$ cat src/hw/rtl/clrc_pkg.sv
package clrc_pkg;

  localparam int REC_BYTES_DEF = 40;
  localparam int MAX_PAY_DEF   = 8;
  localparam int POS_W         = 6;

  localparam logic [31:0] CRC_POLY = 32'hEDB88320;
  localparam logic [31:0] CRC_INIT = 32'hFFFFFFFF;
  localparam int          CRC_AT   = 36;
  localparam logic [7:0]  TYPE_RX  = 8'd1;

  localparam logic [7:0] MAGIC [4] = '{8'h53, 8'h56, 8'h43, 8'h4C};

  localparam logic MODE_ENCODE = 1'b0;
  localparam logic MODE_DECODE = 1'b1;

  localparam logic CFG_VERSION = 1'b0;
  localparam logic CFG_PORT    = 1'b1;

  typedef struct packed {
    logic [7:0] out_byte;
    logic       last;
  } enc_status_t;

  typedef struct packed {
    logic        last;
    logic        ok;
    logic [63:0] sequence_no;
    logic [31:0] timestamp;
    logic [31:0] ident;
    logic [7:0]  length;
    logic        extended;
    logic [63:0] payload;
  } dec_result_t;

  // One reflected CRC-32 byte update, eight bit steps.
  function automatic logic [31:0] crc_byte(input logic [31:0] crc, input logic [7:0] b);
    logic [31:0] c;
    c = crc ^ {24'd0, b};
    for (int k = 0; k < 8; k++) begin
      c = c[0] ? ((c >> 1) ^ CRC_POLY) : (c >> 1);
    end
    return c;
  endfunction

endpackage

$ cat src/hw/rtl/clrc_encoder.sv
module clrc_encoder import clrc_pkg::*; #(
  parameter int RECORD_BYTES      = REC_BYTES_DEF,
  parameter int MAX_PAYLOAD_BYTES = MAX_PAY_DEF
) (
  input  logic        clk,
  input  logic        rst,
  input  logic        step,
  input  logic [7:0]  port,
  input  logic        extended_flag,
  input  logic [63:0] seq_number,
  input  logic [31:0] frame_time,
  input  logic [31:0] frame_id,
  input  logic [3:0]  data_length,
  input  logic [63:0] payload,
  input  logic [7:0]  version,
  output enc_status_t status
);

  logic [POS_W-1:0] pos;
  logic [31:0]      crc;
  logic [7:0]       cur_byte;
  logic [POS_W-1:0] off;
  logic [31:0]      crc_out;

  assign crc_out = ~crc;

  always_comb begin
    cur_byte = 8'd0;
    off      = '0;
    priority if (pos < POS_W'(4)) begin
      cur_byte = MAGIC[pos[1:0]];
    end else if (pos == POS_W'(4)) begin
      cur_byte = version;
    end else if (pos == POS_W'(5)) begin
      cur_byte = TYPE_RX;
    end else if (pos == POS_W'(6)) begin
      cur_byte = port;
    end else if (pos == POS_W'(7)) begin
      cur_byte = {7'd0, extended_flag};
    end else if (pos < POS_W'(16)) begin
      off      = pos - POS_W'(8);
      cur_byte = seq_number[8*off[2:0] +: 8];
    end else if (pos < POS_W'(20)) begin
      off      = pos - POS_W'(16);
      cur_byte = frame_time[8*off[1:0] +: 8];
    end else if (pos < POS_W'(24)) begin
      off      = pos - POS_W'(20);
      cur_byte = frame_id[8*off[1:0] +: 8];
    end else if (pos == POS_W'(24)) begin
      cur_byte = {4'd0, data_length};
    end else if (pos < POS_W'(25 + MAX_PAYLOAD_BYTES)) begin
      off = pos - POS_W'(25);
      if (off < POS_W'(data_length)) begin
        cur_byte = payload[8*off[2:0] +: 8];
      end
    end else if (pos >= POS_W'(CRC_AT) && pos < POS_W'(CRC_AT + 4)) begin
      off      = pos - POS_W'(CRC_AT);
      cur_byte = crc_out[8*off[1:0] +: 8];
    end else begin
      cur_byte = 8'd0;
    end
  end

  assign status.out_byte = cur_byte;
  assign status.last     = (pos == POS_W'(RECORD_BYTES - 1));

  always_ff @(posedge clk) begin
    if (rst) begin
      pos <= '0;
      crc <= CRC_INIT;
    end else if (step) begin
      if (status.last) begin
        pos <= '0;
        crc <= CRC_INIT;
      end else begin
        pos <= pos + POS_W'(1);
        if (pos < POS_W'(CRC_AT)) begin
          crc <= crc_byte(crc, cur_byte);
        end
      end
    end
  end

endmodule

$ cat src/hw/rtl/clrc_decoder.sv
module clrc_decoder import clrc_pkg::*; #(
  parameter int RECORD_BYTES      = REC_BYTES_DEF,
  parameter int MAX_PAYLOAD_BYTES = MAX_PAY_DEF
) (
  input  logic        clk,
  input  logic        rst,
  input  logic        step,
  input  logic [7:0]  record_byte,
  input  logic [7:0]  version,
  input  logic [7:0]  accepted_port,
  output dec_result_t result
);

  logic [POS_W-1:0] pos;
  logic [31:0]      crc, crc_next;
  logic             hg, hg_next;
  logic [63:0]      seq, seq_next;
  logic [31:0]      ts, ts_next;
  logic [31:0]      id, id_next;
  logic [7:0]       len, len_next;
  logic             ext, ext_next;
  logic [63:0]      pay, pay_next;
  logic [31:0]      scrc, scrc_next;
  logic             last;

  assign last = (pos == POS_W'(RECORD_BYTES - 1));

  always_comb begin
    crc_next  = (pos < POS_W'(CRC_AT)) ? crc_byte(crc, record_byte) : crc;
    hg_next   = hg;
    ext_next  = ext;
    len_next  = len;
    seq_next  = seq;
    ts_next   = ts;
    id_next   = id;
    pay_next  = pay;
    scrc_next = scrc;
    priority if (pos < POS_W'(4)) begin
      if (record_byte != MAGIC[pos[1:0]]) hg_next = 1'b0;
    end else if (pos == POS_W'(4)) begin
      if (record_byte != version) hg_next = 1'b0;
    end else if (pos == POS_W'(5)) begin
      if (record_byte != TYPE_RX) hg_next = 1'b0;
    end else if (pos == POS_W'(6)) begin
      if (record_byte != accepted_port) hg_next = 1'b0;
    end else if (pos == POS_W'(7)) begin
      ext_next = record_byte[0];
    end else if (pos == POS_W'(24)) begin
      len_next = record_byte;
    end else begin
      hg_next = hg;
    end
    for (int i = 0; i < 8; i++) begin
      if (pos == POS_W'(8 + i)) seq_next[8*i +: 8] = seq[8*i +: 8] | record_byte;
      if (i < MAX_PAYLOAD_BYTES && pos == POS_W'(25 + i)) begin
        pay_next[8*i +: 8] = pay[8*i +: 8] | record_byte;
      end
    end
    for (int i = 0; i < 4; i++) begin
      if (pos == POS_W'(16 + i)) ts_next[8*i +: 8] = ts[8*i +: 8] | record_byte;
      if (pos == POS_W'(20 + i)) id_next[8*i +: 8] = id[8*i +: 8] | record_byte;
      if (pos == POS_W'(CRC_AT + i)) scrc_next[8*i +: 8] = scrc[8*i +: 8] | record_byte;
    end
  end

  always_comb begin
    result.last        = last;
    result.ok          = hg_next && (len_next <= 8'(MAX_PAYLOAD_BYTES)) &&
                         (scrc_next == ~crc_next);
    result.sequence_no = seq_next;
    result.timestamp   = ts_next;
    result.ident       = id_next;
    result.length      = len_next;
    result.extended    = ext_next;
    for (int i = 0; i < 8; i++) begin
      result.payload[8*i +: 8] = (8'(i) < len_next) ? pay_next[8*i +: 8] : 8'd0;
    end
  end

  always_ff @(posedge clk) begin
    if (rst || (step && last)) begin
      pos  <= '0;
      crc  <= CRC_INIT;
      hg   <= 1'b1;
      seq  <= '0;
      ts   <= '0;
      id   <= '0;
      len  <= '0;
      ext  <= 1'b0;
      pay  <= '0;
      scrc <= '0;
    end else if (step) begin
      pos  <= pos + POS_W'(1);
      crc  <= crc_next;
      hg   <= hg_next;
      seq  <= seq_next;
      ts   <= ts_next;
      id   <= id_next;
      len  <= len_next;
      ext  <= ext_next;
      pay  <= pay_next;
      scrc <= scrc_next;
    end
  end

endmodule

$ cat src/hw/rtl/can_log_record_codec.sv
// Timing: a transaction accepted into the input slot is worked from there; its first
//   result (record byte 0, or the decode result) goes to the result register when free.
// Throughput: while the result register is free, decode takes one record byte per
//   cycle and encode emits one; a frame holds the byte generator until its last byte.
// Reset (rst, synchronous, active high): clears the item and result slots, the encoder
//   and decoder state, format_version to 1 and accepted_port to 0.
module can_log_record_codec import clrc_pkg::*; #(
  parameter int RECORD_BYTES      = REC_BYTES_DEF,
  parameter int MAX_PAYLOAD_BYTES = MAX_PAY_DEF
) (
  input  logic        clk,
  input  logic        rst,
  // configuration
  input  logic        cfg_we,
  input  logic        cfg_index,
  input  logic [7:0]  cfg_data,
  // input channel
  input  logic        in_valid,
  output logic        in_ready,
  input  logic        mode,
  input  logic [7:0]  port,
  input  logic        extended_flag,
  input  logic [63:0] seq_number,
  input  logic [31:0] frame_time,
  input  logic [31:0] frame_id,
  input  logic [3:0]  data_length,
  input  logic [63:0] payload,
  input  logic [7:0]  record_byte,
  // output channel
  output logic        out_valid,
  input  logic        out_ready,
  output logic [7:0]  out_byte,
  output logic        last_flag,
  output logic        record_ok,
  output logic [63:0] decoded_sequence,
  output logic [31:0] decoded_timestamp,
  output logic [31:0] decoded_id,
  output logic [7:0]  decoded_length,
  output logic        decoded_extended,
  output logic [63:0] decoded_payload
);

  logic [7:0] format_version;
  logic [7:0] accepted_port;

  // Input slot: one held transaction
  logic        cur_valid;
  logic        cur_mode;
  logic [7:0]  cur_port;
  logic        cur_ext;
  logic [63:0] cur_seq;
  logic [31:0] cur_ts;
  logic [31:0] cur_id;
  logic [3:0]  cur_dlc;
  logic [63:0] cur_pay;
  logic [7:0]  cur_rbyte;

  enc_status_t enc;
  dec_result_t dec;

  logic slot_free;   // result register can take a new result this cycle
  logic advance;     // held item does one step of work
  logic produce;     // that work yields a result
  logic consumed;    // held item is finished and leaves the slot

  assign slot_free = !out_valid || out_ready;
  assign advance   = cur_valid && slot_free;
  assign produce   = (cur_mode == MODE_ENCODE) || dec.last;
  assign consumed  = advance && ((cur_mode == MODE_DECODE) || enc.last);
  assign in_ready  = !cur_valid || consumed;

  // Configuration writes
  always_ff @(posedge clk) begin
    if (rst) begin
      format_version <= 8'd1;
      accepted_port  <= 8'd0;
    end else if (cfg_we) begin
      unique case (cfg_index)
        CFG_VERSION: format_version <= cfg_data;
        CFG_PORT:    accepted_port  <= cfg_data;
        default:     format_version <= format_version;
      endcase
    end
  end

  // Load a new transaction into the slot, drop it once finished
  always_ff @(posedge clk) begin
    if (rst) begin
      cur_valid <= 1'b0;
    end else if (in_valid && in_ready) begin
      cur_valid <= 1'b1;
    end else if (consumed) begin
      cur_valid <= 1'b0;
    end
  end

  always_ff @(posedge clk) begin
    if (in_valid && in_ready) begin
      cur_mode  <= mode;
      cur_port  <= port;
      cur_ext   <= extended_flag;
      cur_seq   <= seq_number;
      cur_ts    <= frame_time;
      cur_id    <= frame_id;
      cur_dlc   <= data_length;
      cur_pay   <= payload;
      cur_rbyte <= record_byte;
    end
  end

  // Encoder: walks the record one byte per step, running the CRC as it goes
  clrc_encoder #(
    .RECORD_BYTES      (RECORD_BYTES),
    .MAX_PAYLOAD_BYTES (MAX_PAYLOAD_BYTES)
  ) u_enc (
    .clk           (clk),
    .rst           (rst),
    .step          (advance && (cur_mode == MODE_ENCODE)),
    .port          (cur_port),
    .extended_flag (cur_ext),
    .seq_number    (cur_seq),
    .frame_time    (cur_ts),
    .frame_id      (cur_id),
    .data_length   (cur_dlc),
    .payload       (cur_pay),
    .version       (format_version),
    .status        (enc)
  );

  // Decoder: gathers one record byte per step, reports at the final byte
  clrc_decoder #(
    .RECORD_BYTES      (RECORD_BYTES),
    .MAX_PAYLOAD_BYTES (MAX_PAYLOAD_BYTES)
  ) u_dec (
    .clk           (clk),
    .rst           (rst),
    .step          (advance && (cur_mode == MODE_DECODE)),
    .record_byte   (cur_rbyte),
    .version       (format_version),
    .accepted_port (accepted_port),
    .result        (dec)
  );

  // Result register
  always_ff @(posedge clk) begin
    if (rst) begin
      out_valid <= 1'b0;
    end else if (advance && produce) begin
      out_valid <= 1'b1;
    end else if (out_ready) begin
      out_valid <= 1'b0;
    end
  end

  always_ff @(posedge clk) begin
    if (advance && produce) begin
      if (cur_mode == MODE_ENCODE) begin
        out_byte          <= enc.out_byte;
        last_flag         <= enc.last;
        record_ok         <= 1'b0;
        decoded_sequence  <= '0;
        decoded_timestamp <= '0;
        decoded_id        <= '0;
        decoded_length    <= '0;
        decoded_extended  <= 1'b0;
        decoded_payload   <= '0;
      end else begin
        out_byte          <= 8'd0;
        last_flag         <= 1'b1;
        record_ok         <= dec.ok;
        decoded_sequence  <= dec.sequence_no;
        decoded_timestamp <= dec.timestamp;
        decoded_id        <= dec.ident;
        decoded_length    <= dec.length;
        decoded_extended  <= dec.extended;
        decoded_payload   <= dec.payload;
      end
    end
  end

`ifndef SYNTH
  // An empty slot must always be open for the next transaction
  a_empty_ready: assert property (@(posedge clk) disable iff (rst)
    !cur_valid |-> in_ready)
    else $error("input slot empty but not ready");

  // A passing decode result is always a final result with a zero byte
  a_ok_is_decode: assert property (@(posedge clk) disable iff (rst)
    (out_valid && record_ok) |-> (last_flag && (out_byte == 8'd0)))
    else $error("record_ok on a non-decode result");

  // A held item stalled by the output keeps its slot
  a_stall_hold: assert property (@(posedge clk) disable iff (rst)
    (cur_valid && !slot_free) |=> cur_valid)
    else $error("held item lost while output stalled");
`endif

endmodule

$ cat config.mk
export PLATFORM = sky130hd
export DESIGN_NAME = can_log_record_codec
export DESIGN_NICKNAME = d
export VERILOG_FILES = /design/src/hw/rtl/clrc_pkg.sv /design/src/hw/rtl/clrc_encoder.sv /design/src/hw/rtl/clrc_decoder.sv /design/src/hw/rtl/can_log_record_codec.sv
export SDC_FILE = /design/constraint.sdc
export NUM_CORES = 1
export LEC_CHECK = 0
export BUFFER_PORTS_ARGS = -buffer_cell sky130_fd_sc_hd__buf_2
export CORE_AREA = 2 2 276 388
export DETAILED_ROUTE_END_ITERATION = 10
export DIE_AREA = 0 0 278 390
export PLACE_DENSITY = 0.58
export SLEW_MARGIN = 15
export SYNTH_ARGS = -nofsm -noshare
export SYNTH_HDL_FRONTEND = slang
export SYNTH_SLANG_ARGS = --single-unit
$ cat constraint.sdc
create_clock -name clk -period 11.85 [get_ports clk]
set_clock_uncertainty 0.05 [all_clocks]
set_input_delay 1.185 -clock clk [delete_from_list [all_inputs] [get_ports clk]]
set_output_delay 1.185 -clock clk [all_outputs]
set_load 0.005 [all_outputs]
==> reports/qor.txt <==
STA
------------------------------------------------------------------------------------------------------
Fmax                                                                                         187.2 MHz
Final Hold Viols                                                                                     0
Part of the cycle the worst path needs                                                          45.07%
Worst setup slack after layout                                                                6.509 ns
Setup Total Neg Slack                                                                             0 ns
Slew of the pin with the lowest slew margin                                                   1.106 ns
Unrepaired setup endpoints after global routing                                                     no
Min cycle time layout                                                                         5.341 ns
Final Setup Violations                                                                               0
Max-slew headroom                                                                               26.01%
Max-slew violation count                                                                             0

CRITICAL PATH
------------------------------------------------------------------------------------------------------
Reg-to-Reg End                                                                            u_enc.crc[19]$_SDFFE_PP1P_
Reg2Reg Depth                                                                                       14
Reg2reg start                                                                             u_enc.pos[0]$_SDFFE_PP0P_
WP data required                                                                              12.37 ns
Type of the worst setup path                                                              register to register
Register-to-register setup slack                                                               6.51 ns
Worst endpoint data arrival time                                                               5.86 ns
Crit end category                                                                             register
Critical path peak fanout                                                                           30
Startpoint types                                                                              register

LOGIC SYNTHESIS
------------------------------------------------------------------------------------------------------
Netlist area before placement                                                              31300 sq um
Total nets after synthesis                                                                        3013
EDFF count, synth                                                                                  425
Post-synthesis cell type count                                                                      91
Seq cells post-synth                                                                               753
Async set or reset register ratio after synthesis                                                   0%
Most used flip-flop cell after synthesis                                                  sky130_fd_sc_hd__edfxtp_1
Ys Warns                                                                                             0
Mapped Avg Cell Area                                                                       11.29 sq um
Proportion of synthesized chip area in sequential cells                                         61.75%
Instance count of the mapped netlist                                                              2773

MIN PATH
------------------------------------------------------------------------------------------------------
Instance count along the most critical hold path                                                     1
Hold worst-path end                                                                       u_dec.scrc[30]$_SDFFE_PP0P_
Hold Path Class                                                                           register to register
Hold path start                                                                           u_dec.scrc[30]$_SDFFE_PP0P_

CTS
------------------------------------------------------------------------------------------------------
Later-pin clock latency in the skew report                                                     0.69 ns
Maximum buffer depth of the clock tree                                                               3
Clock transition at the register clock pins on the worst setup and hold paths after CTS        0.08 ns
TritonCTS clock tree                                                                              done
CTS H-Tree Depth                                                                                     3
Post-CTS setup buffer count                                                                          0
Cts hold-fix bufs                                                                                    0
Sinks on the clock net                                                                             753
Number of buffers created by CTS                                                                    77
Number of gates resized after CTS                                                                    0
Buffer cell driving the clock tree root                                                   sky130_fd_sc_hd__clkbuf_16

FINISH
------------------------------------------------------------------------------------------------------
Synth-to-layout area growth                                                                     18.83%
Leading cell types in the layout, fill and taps excluded                                  sky130_fd_sc_hd__a21oi_1, sky130_fd_sc_hd__nor2_1, sky130_fd_sc_hd__buf_2
Most common cell after layout, fill and taps aside                                        sky130_fd_sc_hd__a21oi_1
Count of nets after finishing                                                                     3336
# fillers                                                                                        10390
Fraction of layout cells with a size suffix above 1                                             22.41%

DRT
------------------------------------------------------------------------------------------------------
Routed wire per std cell                                                                  20.82 microns
DRC viols                                                                                            0
Number of DRC markers after the initial detailed-route iteration                                  1604
Mean number of vias per cell                                                                     4.870
First-pass iteration count of the detailed router                                                    7
Number of nets still failing antenna checks after routing                                            0
Detailed-route via count                                                                         22040
Final WL                                                                                  94210 microns

FLOORPLANNING
------------------------------------------------------------------------------------------------------
Count of standard-cell rows                                                                        141
Die ar.                                                                                   108400 sq um
Effective utilization at floorplan                                                              29.82%
Core region area                                                                          105000 sq um
Chip Width                                                                                 278 microns
Boundary pin count                                                                                 441
DIE HEIGHT                                                                                 390 microns

PLACE
------------------------------------------------------------------------------------------------------
DP Worst Slack                                                                                6.490 ns
Placed wire-length estimate                                                               62760 microns
Number of buffers added on ports                                                                   440
GP Congestion                                                                                   0.8875

GLOBAL ROUTING
------------------------------------------------------------------------------------------------------
Via count of the first global-routing pass                                                       21400
Leftover overflow at the end of global routing                                                       0
Combined global-route utilization of all metal layers                                           17.04%
Antenna violations before repair                                                                    22
Global-route wire length before repair                                                    138600 microns
Pin count of the biggest net entering global routing                                               147

POWER
------------------------------------------------------------------------------------------------------
Areal power density over the cells                                                        163.7 nW/um^2
Leakage power total                                                                           13.64 nW
Worst-case vdd ir drop                                                                     0.0001192 V

RUN
------------------------------------------------------------------------------------------------------
Max-cap viol count                                                                                   0

OUTCOME
------------------------------------------------------------------------------------------------------
Status                                                                                       completed

==> layout make-up <==
type | count | area [sq um] | share of cell area [%]
timing repair buffer | 472 | 2455 | 6.600
sequential | 753 | 19330 | 51.98
inverter | 15 | 58.81 | 0.1581
tap | 1358 | 1699 | 4.568
clock inverter | 47 | 561.8 | 1.510
clock buffer | 96 | 2058 | 5.534
multi-input combinational | 1777 | 11010 | 29.60
antenna | 7 | 17.52 | 0.04710
==> how the worst max path moves through the flow <==
stage | from | to | slack (ns) | depth (start not counted)
6_report | u_enc.pos[0]$_SDFFE_PP0P_ | u_enc.crc[19]$_SDFFE_PP1P_ | 6.51 | 14
2_1_floorplan | out_ready | decoded_extended$_SDFFCE_PN0P_ | 4.16 | 3
3_5_place_dp | u_enc.pos[0]$_SDFFE_PP0P_ | u_enc.crc[19]$_SDFFE_PP1P_ | 6.49 | 14
3_3_place_gp | u_enc.pos[0]$_SDFFE_PP0P_ | u_enc.crc[19]$_SDFFE_PP1P_ | 6.58 | 14
4_1_cts | u_enc.pos[0]$_SDFFE_PP0P_ | u_enc.crc[19]$_SDFFE_PP1P_ | 6.45 | 14
5_1_grt | u_enc.pos[0]$_SDFFE_PP0P_ | u_enc.crc[19]$_SDFFE_PP1P_ | 6.10 | 14
==> Yosys cell counts (4+ instances only) <==
| cell type | instances | area (sq um) |
|---|---|---|
| sky130_fd_sc_hd__o211ai_1 | 37 | 277.8 |
| sky130_fd_sc_hd__xnor3_1 | 6 | 135.1 |
| sky130_fd_sc_hd__buf_2 | 13 | 65.06 |
| sky130_fd_sc_hd__o21ai_1 | 6 | 30.03 |
| sky130_fd_sc_hd__edfxtp_1 | 425 | 12760 |
| sky130_fd_sc_hd__a31o_2 | 5 | 43.79 |
| sky130_fd_sc_hd__mux2_2 | 7 | 78.83 |
| sky130_fd_sc_hd__inv_1 | 15 | 56.30 |
| sky130_fd_sc_hd__xnor2_1 | 108 | 945.9 |
| sky130_fd_sc_hd__nor2_1 | 485 | 1821 |
| sky130_fd_sc_hd__a211oi_1 | 6 | 45.04 |
| sky130_fd_sc_hd__clkbuf_1 | 193 | 724.4 |
| sky130_fd_sc_hd__ha_1 | 12 | 150.1 |
| sky130_fd_sc_hd__a21oi_1 | 517 | 2587 |
| sky130_fd_sc_hd__a21o_1 | 4 | 30.03 |
| sky130_fd_sc_hd__o31a_1 | 5 | 43.79 |
| sky130_fd_sc_hd__buf_4 | 5 | 37.54 |
| sky130_fd_sc_hd__and2_1 | 52 | 325.3 |
| sky130_fd_sc_hd__mux4_2 | 54 | 1216 |
| sky130_fd_sc_hd__mux2i_1 | 16 | 160.2 |
| sky130_fd_sc_hd__nor2b_1 | 7 | 43.79 |
| sky130_fd_sc_hd__o21ai_0 | 35 | 175.2 |
| sky130_fd_sc_hd__a31oi_1 | 6 | 37.54 |
| sky130_fd_sc_hd__xor2_1 | 76 | 665.6 |
| sky130_fd_sc_hd__nand4_1 | 9 | 56.30 |
| sky130_fd_sc_hd__nand2_1 | 135 | 506.7 |
| sky130_fd_sc_hd__nor3_1 | 20 | 100.1 |
| sky130_fd_sc_hd__o22ai_1 | 15 | 93.84 |
| sky130_fd_sc_hd__buf_1 | 10 | 37.54 |
| sky130_fd_sc_hd__dfxtp_1 | 328 | 6566 |
| sky130_fd_sc_hd__and3_1 | 9 | 56.30 |
| sky130_fd_sc_hd__nand3b_1 | 5 | 37.54 |
| sky130_fd_sc_hd__nand2b_1 | 23 | 143.9 |
| sky130_fd_sc_hd__or3_1 | 5 | 31.28 |
| sky130_fd_sc_hd__o21a_1 | 4 | 30.03 |
| sky130_fd_sc_hd__nand3_1 | 22 | 110.1 |
| sky130_fd_sc_hd__nor4_1 | 11 | 68.82 |
==> sequential cells by signal (all words and copies together) (netlist names), 64 cells and up <==
register          cells
cur_seq              64
u_dec.seq            64
decoded_sequence     64
cur_pay              64
decoded_payload      64
u_dec.pay            64
==> cell families after synthesis <==
kind of cell	count (synthesis)	synth area share [%]
buf+inv	243	3.274
fa+ha+maj	12	0.4797
compound gates	685	12.51
mux	78	4.733
simple gates	807	11.38
flops	753	61.75
xor+xnor	195	5.876
==> power breakdown <==
group          leakage [nW]  switching (mW)  total (mW)  internal, mW
clock network          1.27            1.10        2.54          1.43
logic                  5.49           0.391       0.656         0.266
registers              6.88          0.0481        2.89          2.85
==> through the flow <==
step                util, %  instances  instance area [sq um]  total power, mW  hold WS, ns
global route          35.42       4518                  37180            6.303       0.4331
global placement      32.92       4375                  34560            3.609       0.3927
detailed placement    32.92       4375                  34560            3.611       0.3944
floorplan                 -       2773                  31300            3.409       0.3806
finish                35.43       4525                  37190            6.088       0.4109
CTS                   35.42       4518                  37180            6.155       0.4128
==> critical path: stages, from the launching register on <==
cell	delay (ns)
sky130_fd_sc_hd__dfxtp_4	0.68
sky130_fd_sc_hd__inv_1	0.29
sky130_fd_sc_hd__ha_1	0.33
sky130_fd_sc_hd__xor2_2	0.50
sky130_fd_sc_hd__ha_1	0.36
sky130_fd_sc_hd__a21o_1	0.16
sky130_fd_sc_hd__a22oi_1	0.32
sky130_fd_sc_hd__o211ai_4	0.20
sky130_fd_sc_hd__o31ai_4	0.31
sky130_fd_sc_hd__o211ai_2	0.14
sky130_fd_sc_hd__a2111oi_4	0.74
sky130_fd_sc_hd__xnor2_2	0.31
sky130_fd_sc_hd__xor2_1	0.39
sky130_fd_sc_hd__xnor2_1	0.13
sky130_fd_sc_hd__o32a_1	0.28
==> metal layers <==
layer / vias to the layer above / part of all wire (%) / GRT usage, %
met4: 22 / 2.8 / 5.907
li1: 10460 / - / -
met1: 10520 / 41 / 20.76
met2: 859 / 49 / 29.45
met3: 176 / 7.8 / 3.954
met5: - / 0.15 / 0
Power figures use the tool's default switching activity.
